<file path="src/rtl/sha1md_pkg.sv">
package sha1md_pkg;

  localparam int unsigned NUM_CHAIN = 5;
  localparam int unsigned NUM_WORDS = 16;
  localparam int unsigned NUM_ROUNDS = 80;

  localparam logic [NUM_CHAIN-1:0][31:0] CHAIN_INIT = {
    32'hC3D2E1F0, 32'h10325476, 32'h98BADCFE, 32'hEFCDAB89, 32'h67452301
  };

  localparam logic [7:0] PAD_BYTE = 8'h80;

  // block source selection for one compression
  localparam logic [1:0] MODE_NORMAL = 2'd0; // all sixteen words from memory
  localparam logic [1:0] MODE_PAD1 = 2'd1;   // held bytes, 0x80, zeros, length if room
  localparam logic [1:0] MODE_PAD2 = 2'd2;   // zeros and length only

  typedef struct packed {
    logic start;
    logic chain_init;
  } cmd_t;

  typedef struct packed {
    logic [1:0]  mode;
    logic [5:0]  fill;
    logic [63:0] bits;
  } pad_t;

  function automatic logic [31:0] round_k(input logic [6:0] rnd);
    logic [31:0] k;
    if (rnd < 7'd20) begin
      k = 32'h5A827999;
    end else if (rnd < 7'd40) begin
      k = 32'h6ED9EBA1;
    end else if (rnd < 7'd60) begin
      k = 32'h8F1BBCDC;
    end else begin
      k = 32'hCA62C1D6;
    end
    return k;
  endfunction

  function automatic logic [31:0] round_f(input logic [6:0] rnd, input logic [31:0] b,
                                          input logic [31:0] c, input logic [31:0] d);
    logic [31:0] f;
    if (rnd < 7'd20) begin
      f = (b & c) | (~b & d);
    end else if (rnd inside {[7'd40:7'd59]}) begin
      f = (b & c) | (b & d) | (c & d);
    end else begin
      f = b ^ c ^ d;
    end
    return f;
  endfunction

endpackage

</file>
<file path="src/rtl/sha1_message_digest.sv">
// Channel   Dir  Handshake              Beat payload
// in_       in   in_valid / in_stall    in_data_byte, in_has_byte, in_last
// out_      out  out_valid / out_stall  out_digest_word_0 .. out_digest_word_4
//
// A beat that does not complete a 64-byte block is taken without a stall; one that does
// holds in_stall through a fetch, 80 rounds at one per cycle and a chain add.
// A last beat adds those steps per padding block (two when 56 or more bytes are held),
// then an emit state that loads the digest into the output register.
// rst_n is synchronous; it restores the initial chain and clears counts.
// in_stall also stays high while a finished digest waits behind a stalled output beat.
module sha1_message_digest (
  input  logic        clk,
  input  logic        rst_n,
  input  logic        in_valid,
  output logic        in_stall,
  input  logic [7:0]  in_data_byte,
  input  logic        in_has_byte,
  input  logic        in_last,
  output logic        out_valid,
  input  logic        out_stall,
  output logic [31:0] out_digest_word_0,
  output logic [31:0] out_digest_word_1,
  output logic [31:0] out_digest_word_2,
  output logic [31:0] out_digest_word_3,
  output logic [31:0] out_digest_word_4
);

  localparam logic [2:0] ST_IDLE = 3'd0;
  localparam logic [2:0] ST_GO = 3'd1;
  localparam logic [2:0] ST_RUN = 3'd2;
  localparam logic [2:0] ST_EMIT = 3'd3;

  logic [2:0]  state_r;
  logic [1:0]  mode_r;
  logic        pend_last_r;
  logic [5:0]  fill_r;
  logic [63:0] bits_r;
  logic        out_valid_r;
  logic [sha1md_pkg::NUM_CHAIN-1:0][31:0] digest_r;

  logic        in_acc;
  logic        byte_we;
  logic        emit;
  logic        core_done;
  logic [6:0]  core_rnd;
  logic [6:0]  rnd_inc;
  logic [3:0]  rd_idx;
  logic [31:0] blk_word;
  logic [sha1md_pkg::NUM_CHAIN-1:0][31:0] chain;
  sha1md_pkg::cmd_t cmd;
  sha1md_pkg::pad_t pad;

  assign in_stall = (state_r != ST_IDLE);
  assign in_acc = in_valid && !in_stall;
  assign byte_we = in_acc && in_has_byte;
  assign emit = (state_r == ST_EMIT) && !(out_valid_r && out_stall);

  assign rnd_inc = core_rnd + 7'd1;
  assign rd_idx = (state_r == ST_GO) ? 4'd0 : rnd_inc[3:0];

  assign cmd.start = (state_r == ST_GO);
  assign cmd.chain_init = emit;
  assign pad.mode = mode_r;
  assign pad.fill = fill_r;
  assign pad.bits = bits_r;

  sha1md_buf u_buf (
    .clk       (clk),
    .byte_we   (byte_we),
    .data_byte (in_data_byte),
    .pad       (pad),
    .rd_idx    (rd_idx),
    .blk_word  (blk_word)
  );

  sha1md_core u_core (
    .clk    (clk),
    .rst_n  (rst_n),
    .cmd    (cmd),
    .w_word (blk_word),
    .done   (core_done),
    .rnd    (core_rnd),
    .chain  (chain)
  );

  always_ff @(posedge clk) begin
    if (!rst_n) begin
      state_r <= ST_IDLE;
      mode_r <= sha1md_pkg::MODE_NORMAL;
      pend_last_r <= 1'b0;
      fill_r <= 6'd0;
      bits_r <= 64'd0;
      out_valid_r <= 1'b0;
    end else begin
      if (emit) begin
        out_valid_r <= 1'b1;
      end else if (out_valid_r && !out_stall) begin
        out_valid_r <= 1'b0;
      end
      case (state_r)
        ST_IDLE: begin
          if (in_acc) begin
            if (in_has_byte) begin
              fill_r <= fill_r + 6'd1;
              bits_r <= bits_r + 64'd8;
            end
            pend_last_r <= in_last;
            if (in_has_byte && fill_r == 6'd63) begin
              mode_r <= sha1md_pkg::MODE_NORMAL;
              state_r <= ST_GO;
            end else if (in_last) begin
              mode_r <= sha1md_pkg::MODE_PAD1;
              state_r <= ST_GO;
            end
          end
        end
        ST_GO: state_r <= ST_RUN;
        ST_RUN: begin
          if (core_done) begin
            case (mode_r)
              sha1md_pkg::MODE_NORMAL: begin
                if (pend_last_r) begin
                  mode_r <= sha1md_pkg::MODE_PAD1;
                  state_r <= ST_GO;
                end else begin
                  state_r <= ST_IDLE;
                end
              end
              sha1md_pkg::MODE_PAD1: begin
                if (fill_r >= 6'd56) begin
                  mode_r <= sha1md_pkg::MODE_PAD2;
                  state_r <= ST_GO;
                end else begin
                  state_r <= ST_EMIT;
                end
              end
              default: state_r <= ST_EMIT;
            endcase
          end
        end
        ST_EMIT: begin
          if (emit) begin
            fill_r <= 6'd0;
            bits_r <= 64'd0;
            pend_last_r <= 1'b0;
            state_r <= ST_IDLE;
          end
        end
        default: state_r <= ST_IDLE;
      endcase
    end
  end

  always_ff @(posedge clk) begin
    if (emit) begin
      digest_r <= chain;
    end
  end

  assign out_valid = out_valid_r;
  assign out_digest_word_0 = digest_r[0];
  assign out_digest_word_1 = digest_r[1];
  assign out_digest_word_2 = digest_r[2];
  assign out_digest_word_3 = digest_r[3];
  assign out_digest_word_4 = digest_r[4];

  a_done_in_run: assert property (@(posedge clk) disable iff (!rst_n)
    core_done |-> state_r == ST_RUN)
    else $error("round unit finished outside a compression");

  a_pad2_needs_room: assert property (@(posedge clk) disable iff (!rst_n)
    (state_r == ST_RUN && mode_r == sha1md_pkg::MODE_PAD2) |-> fill_r >= 6'd56)
    else $error("length-only block without a full first padding block");

  a_emit_clears: assert property (@(posedge clk) disable iff (!rst_n)
    emit |=> (fill_r == 6'd0 && bits_r == 64'd0 && out_valid_r))
    else $error("message counters not cleared after digest");

  a_no_accept_busy: assert property (@(posedge clk) disable iff (!rst_n)
    (state_r == ST_GO || state_r == ST_RUN) |=> $stable(bits_r))
    else $error("bit count moved during compression");

endmodule

</file>
<file path="src/rtl/sha1md_buf.sv">
module sha1md_buf (
  input  logic               clk,
  input  logic               byte_we,
  input  logic [7:0]         data_byte,
  input  sha1md_pkg::pad_t   pad,
  input  logic [3:0]         rd_idx,
  output logic [31:0]        blk_word
);

  logic [31:0] mem [sha1md_pkg::NUM_WORDS];
  logic [31:0] mem_q_r;
  logic [3:0]  idx_q_r;
  logic [31:0] word_r;
  logic [31:0] word_nxt;
  logic [31:0] pad_word;
  logic [3:0]  wi;

  assign word_nxt = {word_r[23:0], data_byte};
  assign wi = pad.fill[5:2];

  always_ff @(posedge clk) begin
    if (byte_we) begin
      word_r <= word_nxt;
      if (pad.fill[1:0] == 2'b11) begin
        mem[pad.fill[5:2]] <= word_nxt;
      end
    end
    mem_q_r <= mem[rd_idx];
    idx_q_r <= rd_idx;
  end

  // partial word: held bytes, then the 0x80 marker, then zeros
  always_comb begin
    case (pad.fill[1:0])
      2'd0:    pad_word = {sha1md_pkg::PAD_BYTE, 24'h0};
      2'd1:    pad_word = {word_r[7:0], sha1md_pkg::PAD_BYTE, 16'h0};
      2'd2:    pad_word = {word_r[15:0], sha1md_pkg::PAD_BYTE, 8'h0};
      default: pad_word = {word_r[23:0], sha1md_pkg::PAD_BYTE};
    endcase
  end

  always_comb begin
    blk_word = 32'h0;
    case (pad.mode)
      sha1md_pkg::MODE_NORMAL: blk_word = mem_q_r;
      sha1md_pkg::MODE_PAD1: begin
        if (idx_q_r < wi) begin
          blk_word = mem_q_r;
        end else if (idx_q_r == wi) begin
          blk_word = pad_word;
        end else if (pad.fill < 6'd56 && idx_q_r == 4'd14) begin
          blk_word = pad.bits[63:32];
        end else if (pad.fill < 6'd56 && idx_q_r == 4'd15) begin
          blk_word = pad.bits[31:0];
        end else begin
          blk_word = 32'h0;
        end
      end
      sha1md_pkg::MODE_PAD2: begin
        if (idx_q_r == 4'd14) begin
          blk_word = pad.bits[63:32];
        end else if (idx_q_r == 4'd15) begin
          blk_word = pad.bits[31:0];
        end else begin
          blk_word = 32'h0;
        end
      end
      default: blk_word = 32'h0;
    endcase
  end

endmodule

</file>
<file path="src/rtl/sha1md_core.sv">
module sha1md_core (
  input  logic                                      clk,
  input  logic                                      rst_n,
  input  sha1md_pkg::cmd_t                          cmd,
  input  logic [31:0]                               w_word,
  output logic                                      done,
  output logic [6:0]                                rnd,
  output logic [sha1md_pkg::NUM_CHAIN-1:0][31:0]    chain
);

  localparam logic [1:0] CS_IDLE = 2'd0;
  localparam logic [1:0] CS_RUN = 2'd1;
  localparam logic [1:0] CS_FIN = 2'd2;

  logic [1:0]  st_r;
  logic [6:0]  rnd_r;
  logic [sha1md_pkg::NUM_CHAIN-1:0][31:0] chain_r;
  logic [31:0] a_r, b_r, c_r, d_r, e_r;
  logic [31:0] sched_r [sha1md_pkg::NUM_WORDS];
  logic [31:0] w_x;
  logic [31:0] w_t;
  logic [31:0] t_sum;

  // sched_r[0] is W[t-1], sched_r[15] is W[t-16]
  assign w_x = sched_r[2] ^ sched_r[7] ^ sched_r[13] ^ sched_r[15];
  assign w_t = (rnd_r < 7'd16) ? w_word : {w_x[30:0], w_x[31]};
  assign t_sum = {a_r[26:0], a_r[31:27]} + sha1md_pkg::round_f(rnd_r, b_r, c_r, d_r)
               + e_r + sha1md_pkg::round_k(rnd_r) + w_t;

  assign done = (st_r == CS_FIN);
  assign rnd = rnd_r;
  assign chain = chain_r;

  always_ff @(posedge clk) begin
    if (!rst_n) begin
      st_r <= CS_IDLE;
      rnd_r <= 7'd0;
      chain_r <= sha1md_pkg::CHAIN_INIT;
    end else begin
      case (st_r)
        CS_IDLE: begin
          if (cmd.chain_init) begin
            chain_r <= sha1md_pkg::CHAIN_INIT;
          end
          if (cmd.start) begin
            rnd_r <= 7'd0;
            st_r <= CS_RUN;
          end
        end
        CS_RUN: begin
          if (rnd_r == 7'(sha1md_pkg::NUM_ROUNDS - 1)) begin
            st_r <= CS_FIN;
          end else begin
            rnd_r <= rnd_r + 7'd1;
          end
        end
        CS_FIN: begin
          chain_r[0] <= chain_r[0] + a_r;
          chain_r[1] <= chain_r[1] + b_r;
          chain_r[2] <= chain_r[2] + c_r;
          chain_r[3] <= chain_r[3] + d_r;
          chain_r[4] <= chain_r[4] + e_r;
          st_r <= CS_IDLE;
        end
        default: st_r <= CS_IDLE;
      endcase
    end
  end

  always_ff @(posedge clk) begin
    if (st_r == CS_IDLE && cmd.start) begin
      a_r <= chain_r[0];
      b_r <= chain_r[1];
      c_r <= chain_r[2];
      d_r <= chain_r[3];
      e_r <= chain_r[4];
    end else if (st_r == CS_RUN) begin
      a_r <= t_sum;
      b_r <= a_r;
      c_r <= {b_r[1:0], b_r[31:2]};
      d_r <= c_r;
      e_r <= d_r;
      sched_r[0] <= w_t;
      for (int i = 1; i < sha1md_pkg::NUM_WORDS; i++) begin
        sched_r[i] <= sched_r[i-1];
      end
    end
  end

endmodule
</file>
<file path="config.mk">
export PLATFORM = sky130hd
export DESIGN_NAME = sha1_message_digest
export DESIGN_NICKNAME = d
export VERILOG_FILES = /design/src/rtl/sha1md_pkg.sv /design/src/rtl/sha1_message_digest.sv /design/src/rtl/sha1md_buf.sv /design/src/rtl/sha1md_core.sv
export SDC_FILE = /design/constraint.sdc
export NUM_CORES = 2
export LEC_CHECK = 0
export BUFFER_PORTS_ARGS = -buffer_cell sky130_fd_sc_hd__buf_2
export CAP_MARGIN = 20
export CELL_PAD_IN_SITES_DETAIL_PLACEMENT = 0
export CELL_PAD_IN_SITES_GLOBAL_PLACEMENT = 2
export CORE_AREA = 2 2 359 539
export DETAILED_ROUTE_END_ITERATION = 10
export DIE_AREA = 0 0 361 541
export PLACE_DENSITY = 0.77
export SLEW_MARGIN = 0
export SYNTH_ARGS = -nofsm -noshare
export SYNTH_HDL_FRONTEND = slang
export SYNTH_SLANG_ARGS = --single-unit
export TNS_END_PERCENT = 10
</file>
<file path="constraint.sdc">
create_clock -name clk -period 34.5 [get_ports clk]
set_input_delay 5.175 -clock clk [delete_from_list [all_inputs] [get_ports clk]]
set_output_delay 5.175 -clock clk [all_outputs]
set_load 0.05 [all_outputs]
</file>
# == After elaboration in Yosys (flattened, before gate mapping) ==
# Memory sizes are Yosys's and may differ from the RTL's. A register that Yosys moved wholly into a read port is not among the register bits.
# Cells that the tools add are included.
# word_totals
register_bits,594
latchBits,0
ramBits,1024
romBits,0
inputBits,14
output_inout_bits,162
mem_count,2
# classes
add_sub_neg,12
n_mul,0
div,0
order_cmp,9
n_eq_ne,27
shifts,0
mux,69
n_bitwise,13
reduce_logical,31
# mem_list
memory,depth,width,read_ports,rd_clocked_by_memory_dff,wr,line,text
u_buf.mem,16,32,1,1,1,sha1md_buf.sv:10,logic [31:0] mem [sha1md_pkg::NUM_WORDS];
u_core.sched_r,16,32,16,0,16,sha1md_core.sv:19,logic [31:0] sched_r [sha1md_pkg::NUM_WORDS];
# ops
operator,n
$mux W32,21
$pmux W160 S2,1
$add A32 B32 Y32,9
$mux W64,3
$pmux W32 S3,2
$mux W160,1
$xor A32 B32 Y32,5
$and A32 B32 Y32,4
$pmux W64 S2,1
$or A32 B32 Y32,3
$add A64 B4 Y64 const B,1
$not A32 Y32,1
$mux W31,1
$mux W2,9
$mux W6,3
$mux W3,5
$lt A7 B5 Y1 const B,2
$lt A7 B6 Y1 const B,2
$mux W7,2
$pmux W7 S2,1
$ne A2 B2 Y1 const B,6
$pmux W2 S2,3
$pmux W3 S4,1
$pmux W6 S2,1
other kinds (32),73

# == Depth between registers and ports, before layout ==
# logic_depth
depth_word,11
depth_mapped,30

# == Hierarchy ==
# A second synthesis with hierarchy kept.
# unflattened
hier_cells,5232
area_unflattened_um2,73061.3
# modules_own_cells
module,instances,cells_per_inst,area_per_inst_um2,seq_area_each_um2
sha1md_core,1,3601,41965.2,23562.6
sha1md_buf,1,1025,22584.2,16816.1
sha1_message_digest,1,606,8511.9,6266.0

# == Worst setup path before layout ==
# Ideal clock, no wire load.
# synth_path
path_kind,register -> register
start,register u_core.st_r[1]
end,"register u_core.rnd_r[6], in the netlist u_core.rnd[6]"
setup_time_ns,0.068
arrival_ns,11.663
required_time_ns,34.432
setup_slack_ns,22.769
stages_incl_launch_ff,7
path_buffers,1
cell_sequence,dfxtp_1 clkbuf_1 nand2b_1 inv_1 nand4_1 xor2_1 nor2_1
# synth_via
elab_chain_cells,3
# synth_rtl
element,line,text
from (decl),sha1md_core.sv:15,logic [1:0] st_r;
from (signal assigned),sha1md_core.sv:36,st_r <= CS_IDLE;
from (signal assigned),sha1md_core.sv:47,st_r <= CS_RUN;
from (signal assigned),sha1md_core.sv:52,st_r <= CS_FIN;
$eq A2 B1 Y1 or $logic_not A2 Y1 (tied branches),sha1md_core.sv:40,case (st_r)
"$ne A2 B2 Y1 (no source line), or another cell as far along",--,
$reduce_and A3 Y1 (no source line),--,
to (signal assigned),sha1md_core.sv:54,rnd_r <= rnd_r + 7'd1;
to (decl),sha1md_core.sv:16,logic [6:0] rnd_r;
# Several ways; a longest one is shown, not always the timed one.
# A chain may end at the register's enable or synchronous reset.

# == Final worst setup path ==
# layout_path
start,input port out_stall
end,register u_core.chain_r (netlist bit u_core.chain[95])
# layout_via
elab_chain_cells,5
# layout_rtl
element,line,text
from (decl),sha1_message_digest.sv:20,"input logic out_stall,"
$logic_and A1 B1 Y1,sha1_message_digest.sv:56,assign emit = (state_r == ST_EMIT) && !(out_valid_r && out_stall);
$logic_not A1 Y1,sha1_message_digest.sv:56,
$logic_and A1 B1 Y1,sha1_message_digest.sv:56,
via emit,sha1_message_digest.sv:43,logic emit;
$ne A2 B2 Y1 (no source line),--,
$reduce_and A2 Y1 (no source line),--,
to (signal assigned),sha1md_core.sv:38,chain_r <= sha1md_pkg::CHAIN_INIT;
to (signal assigned),sha1md_core.sv:43,chain_r <= sha1md_pkg::CHAIN_INIT;
to (decl),sha1md_core.sv:17,logic [sha1md_pkg::NUM_CHAIN-1:0][31:0] chain_r;
# The timed path passes the listed nets, and every way through them passes these cells.

==> key figures <==
Detailed routing
  • 1st-iter DRT viols: 3764
  • Pre-antenna DRT Iters: 6
  • Wire per inst: 24.32 um
  • Routed Antenna Nets: 0
  • Via density: 5.407
  • Vias: 45530
  • Post-route DRC: 0
  • Final WL: 204800 um

Logic synthesis
  • Yosys reg bits: 1646
  • Post-Syn Nets: 6000
  • Most common cell in the netlist: edfxtp_1
  • Mapped cell area: 72060 sq um
  • Post-Syn Area per Cell: 12.80 sq um
  • Area contributors post-synth: edfxtp_1, dfxtp_1, nand2_1
  • Post-synth top cells: edfxtp_1, nand2_1, dfxtp_1
  • Synth Instances: 5629
  • Fraction of registers with async set or reset after synthesis: 0%
  • EDFF count, synth: 1368
  • Most used DFF post-synth: edfxtp_1
  • Yosys top cell by area: edfxtp_1
  • Seq/Total Area, Yosys: 64.73%
  • Top cell type's share of synthesized area: 57.01%
  • Yosys warning count: 0
  • Netlist cell types: 99

Pwr
  • P per Cell Area: 100.9 nW/um^2
  • Maximum vdd drop: 148.3 uV
  • Pleak: 0.02889 uW

Setup path
  • Setup CP Type: in2reg
  • CP max FO: 84
  • CP arrival: 8.64 ns
  • Crit end category: flip-flop
  • CP Data Required Time: 35.15 ns
  • Startpoint Class: input port

CTS
  • CTS tree: built
  • Cts hold-fix bufs: 0
  • Post-CTS setup buffer count: 0
  • Clk pin slew, worst setup/hold paths: 0.06 ns
  • Clock Tree Root: clkbuf_16
  • Clock sink total: 1646
  • H-tree levels: 4
  • Clk buf depth: 4
  • Post_cts resized: 0
  • Worst skew pair latency: 0.85 ns
  • CTS Buf Count: 167

Placed design
  • Post-DP HPWL: 135100 um
  • Placed Area: 75870 sq um
  • Dpl ws: 25.69 ns
  • Port-buffer cells: 175
  • Gpl congestion: 0.8753
  • Dpl cells: 8115

Global routing
  • Vias in the first global route: 45380
  • GR Layer Usage met3: 2.432%
  • Initial antenna violation count: 10
  • GR Util met1: 25.08%
  • GR Overflow Total: 0
  • Largest net degree at the start of global routing: 223
  • GRT busiest layer: met2
  • First-pass GRT wire length: 299400 um
  • Gr usage total: 20.57%
  • Met2 global-route usage: 35.70%

Timing
  • Final hold viol count: 0
  • RSZ-0062 raised after global routing: no
  • Period utilisation layout: 23.16%
  • Setup ws final: 26.51 ns
  • Slew margin rel.: 21.29%
  • Worst clock skew: 0.1052 ns
  • Worst slew pin tran: 1.181 ns
  • Fin crit period: 7.989 ns
  • # setup viols final: 0
  • FMAX: 125.2 MHz
  • Final count of pins violating max slew: 0
  • Setup_tns: 0 ns

Floorplanning
  • Die Width: 361 um
  • Row Count: 197
  • Starting density of the core: 37.72%
  • Placeable Area: 191000 sq um
  • Die outline height: 541 um
  • # IOs: 176
  • Die Footprint: 195300 sq um

Flow run
  • Max Cap Viol: 0

Finish
  • Area Overhead vs Synth: 12.89%
  • Post-route cell area: 81350 sq um
  • Nets: 6169
  • Core Util, Final: 42.59%
  • Fill cells: 17660
  • Share of cells above drive strength 1: 10.01%
  • Finished Layout Cells: 8420

Run status
  • Status: finished, final reports clean

Worst hold path
  • Min-delay worst type: reg2reg
[power breakdown]
group          internal (uW)  switching, uW
clock network           1050            785
logic                   1370           2220
registers               2570            212
[state kept, by name, summed over array words and instances (netlist names), 32 cells and up]
signal             cells
u_buf.mem            512
u_core.sched_r       512
u_core.chain         160
bits_r                61
out_digest_word_0     32
out_digest_word_1     32
out_digest_word_2     32
out_digest_word_3     32
out_digest_word_4     32
u_buf.mem_q_r         32
u_core.a_r            32
u_core.b_r            32
u_core.c_r            32
u_core.d_r            32
u_core.e_r            32
[worst max-delay path, cell delays in order]
cell      delay [ns]
buf_2           0.09
nand2_1         0.11
nand3_1         0.36
inv_8           0.26
nor2_1          0.34
or2_2           0.60
buf_4           0.56
and2_1          0.20
buf_4           0.45
a311oi_1        0.08
a31oi_1         0.20
a31oi_1         0.06
[logic make-up (layout without fill, tap and decap cells)]
logic type      count (synthesis)  count (layout)  synth area share [%]
buf+inv                       461             759                 2.436
simple gates                 1553            1553                 9.665
fa+ha+maj                     357             357                 7.491
compound gates               1283            1283                 11.63
other cells                     0               6                     0
xor+xnor                      314             314                 3.836
mux                            15              15                0.2101
flops                        1646            1646                 64.73
[final timing paths]
kind | from | end | slack (ns) | cells past startpoint
setup / recovery | out_stall | u_core.chain[95] | 26.51 | 12
hold / removal | u_core.sched_r[0][8] | u_core.sched_r[0][40] | 0.37 | 0
setup reg to reg | fill_r[3] | u_core.a_r[29] | 26.60 | 29
hold reg to reg | u_core.sched_r[0][8] | u_core.sched_r[0][40] | 0.37 | 0
[layout make-up]
cell class	count	area (sq um)	share of cell area, %
antenna	6	15.01	0.01846
clock buffer	211	4557	5.602
clock inverter	87	880.8	1.083
inverter	219	844.6	1.038
multi-input combinational	3522	23870	29.34
sequential	1646	46640	57.34
tap	2487	3112	3.825
timing repair buffer	242	1426	1.753
[cell usage in the layout, fill, tap and decap left out, types with 13 or more instances in the layout]
cell        count
edfxtp_1     1368
nand2_1       898
dfxtp_1       278
a21oi_1       261
ha_1          233
inv_1         215
o21ai_0       207
o22ai_1       199
xnor2_1       191
nor2_1        178
buf_2         174
clkbuf_16     169
fa_1          124
xor2_1        122
nor2b_1       110
a31oi_1       103
a22oi_1        94
a21o_1         87
nand3_1        77
a311oi_1       67
buf_4          65
nor3_1         51
o21a_1         45
a211oi_1       45
and3_1         41
clkinv_2       38
nand4_1        32
nand2b_1       30
clkbuf_1       25
o31ai_1        24
or3_1          21
and2_1         19
o21bai_1       18
clkbuf_8       17
nor2_4         15
mux2i_1        14
bufinv_16      14
o21ai_1        13
a211o_1        13
clkinvlp_4     13
[per-layer routing]
layer,up-vias,routed length (um)
li1,21060,-
met1,22840,82000
met2,1226,102200
met3,395,9058
met4,0,11460
met5,-,0
[stage by stage]
stage	hold WS, ns	power, uW
after floorplan	0.4003	5368
final	0.3696	8205
after global routing	0.3767	8745
after CTS	0.3651	8279
after detailed placement	0.4045	6405
after global placement	0.4005	6381
Power figures use the tool's default switching activity.
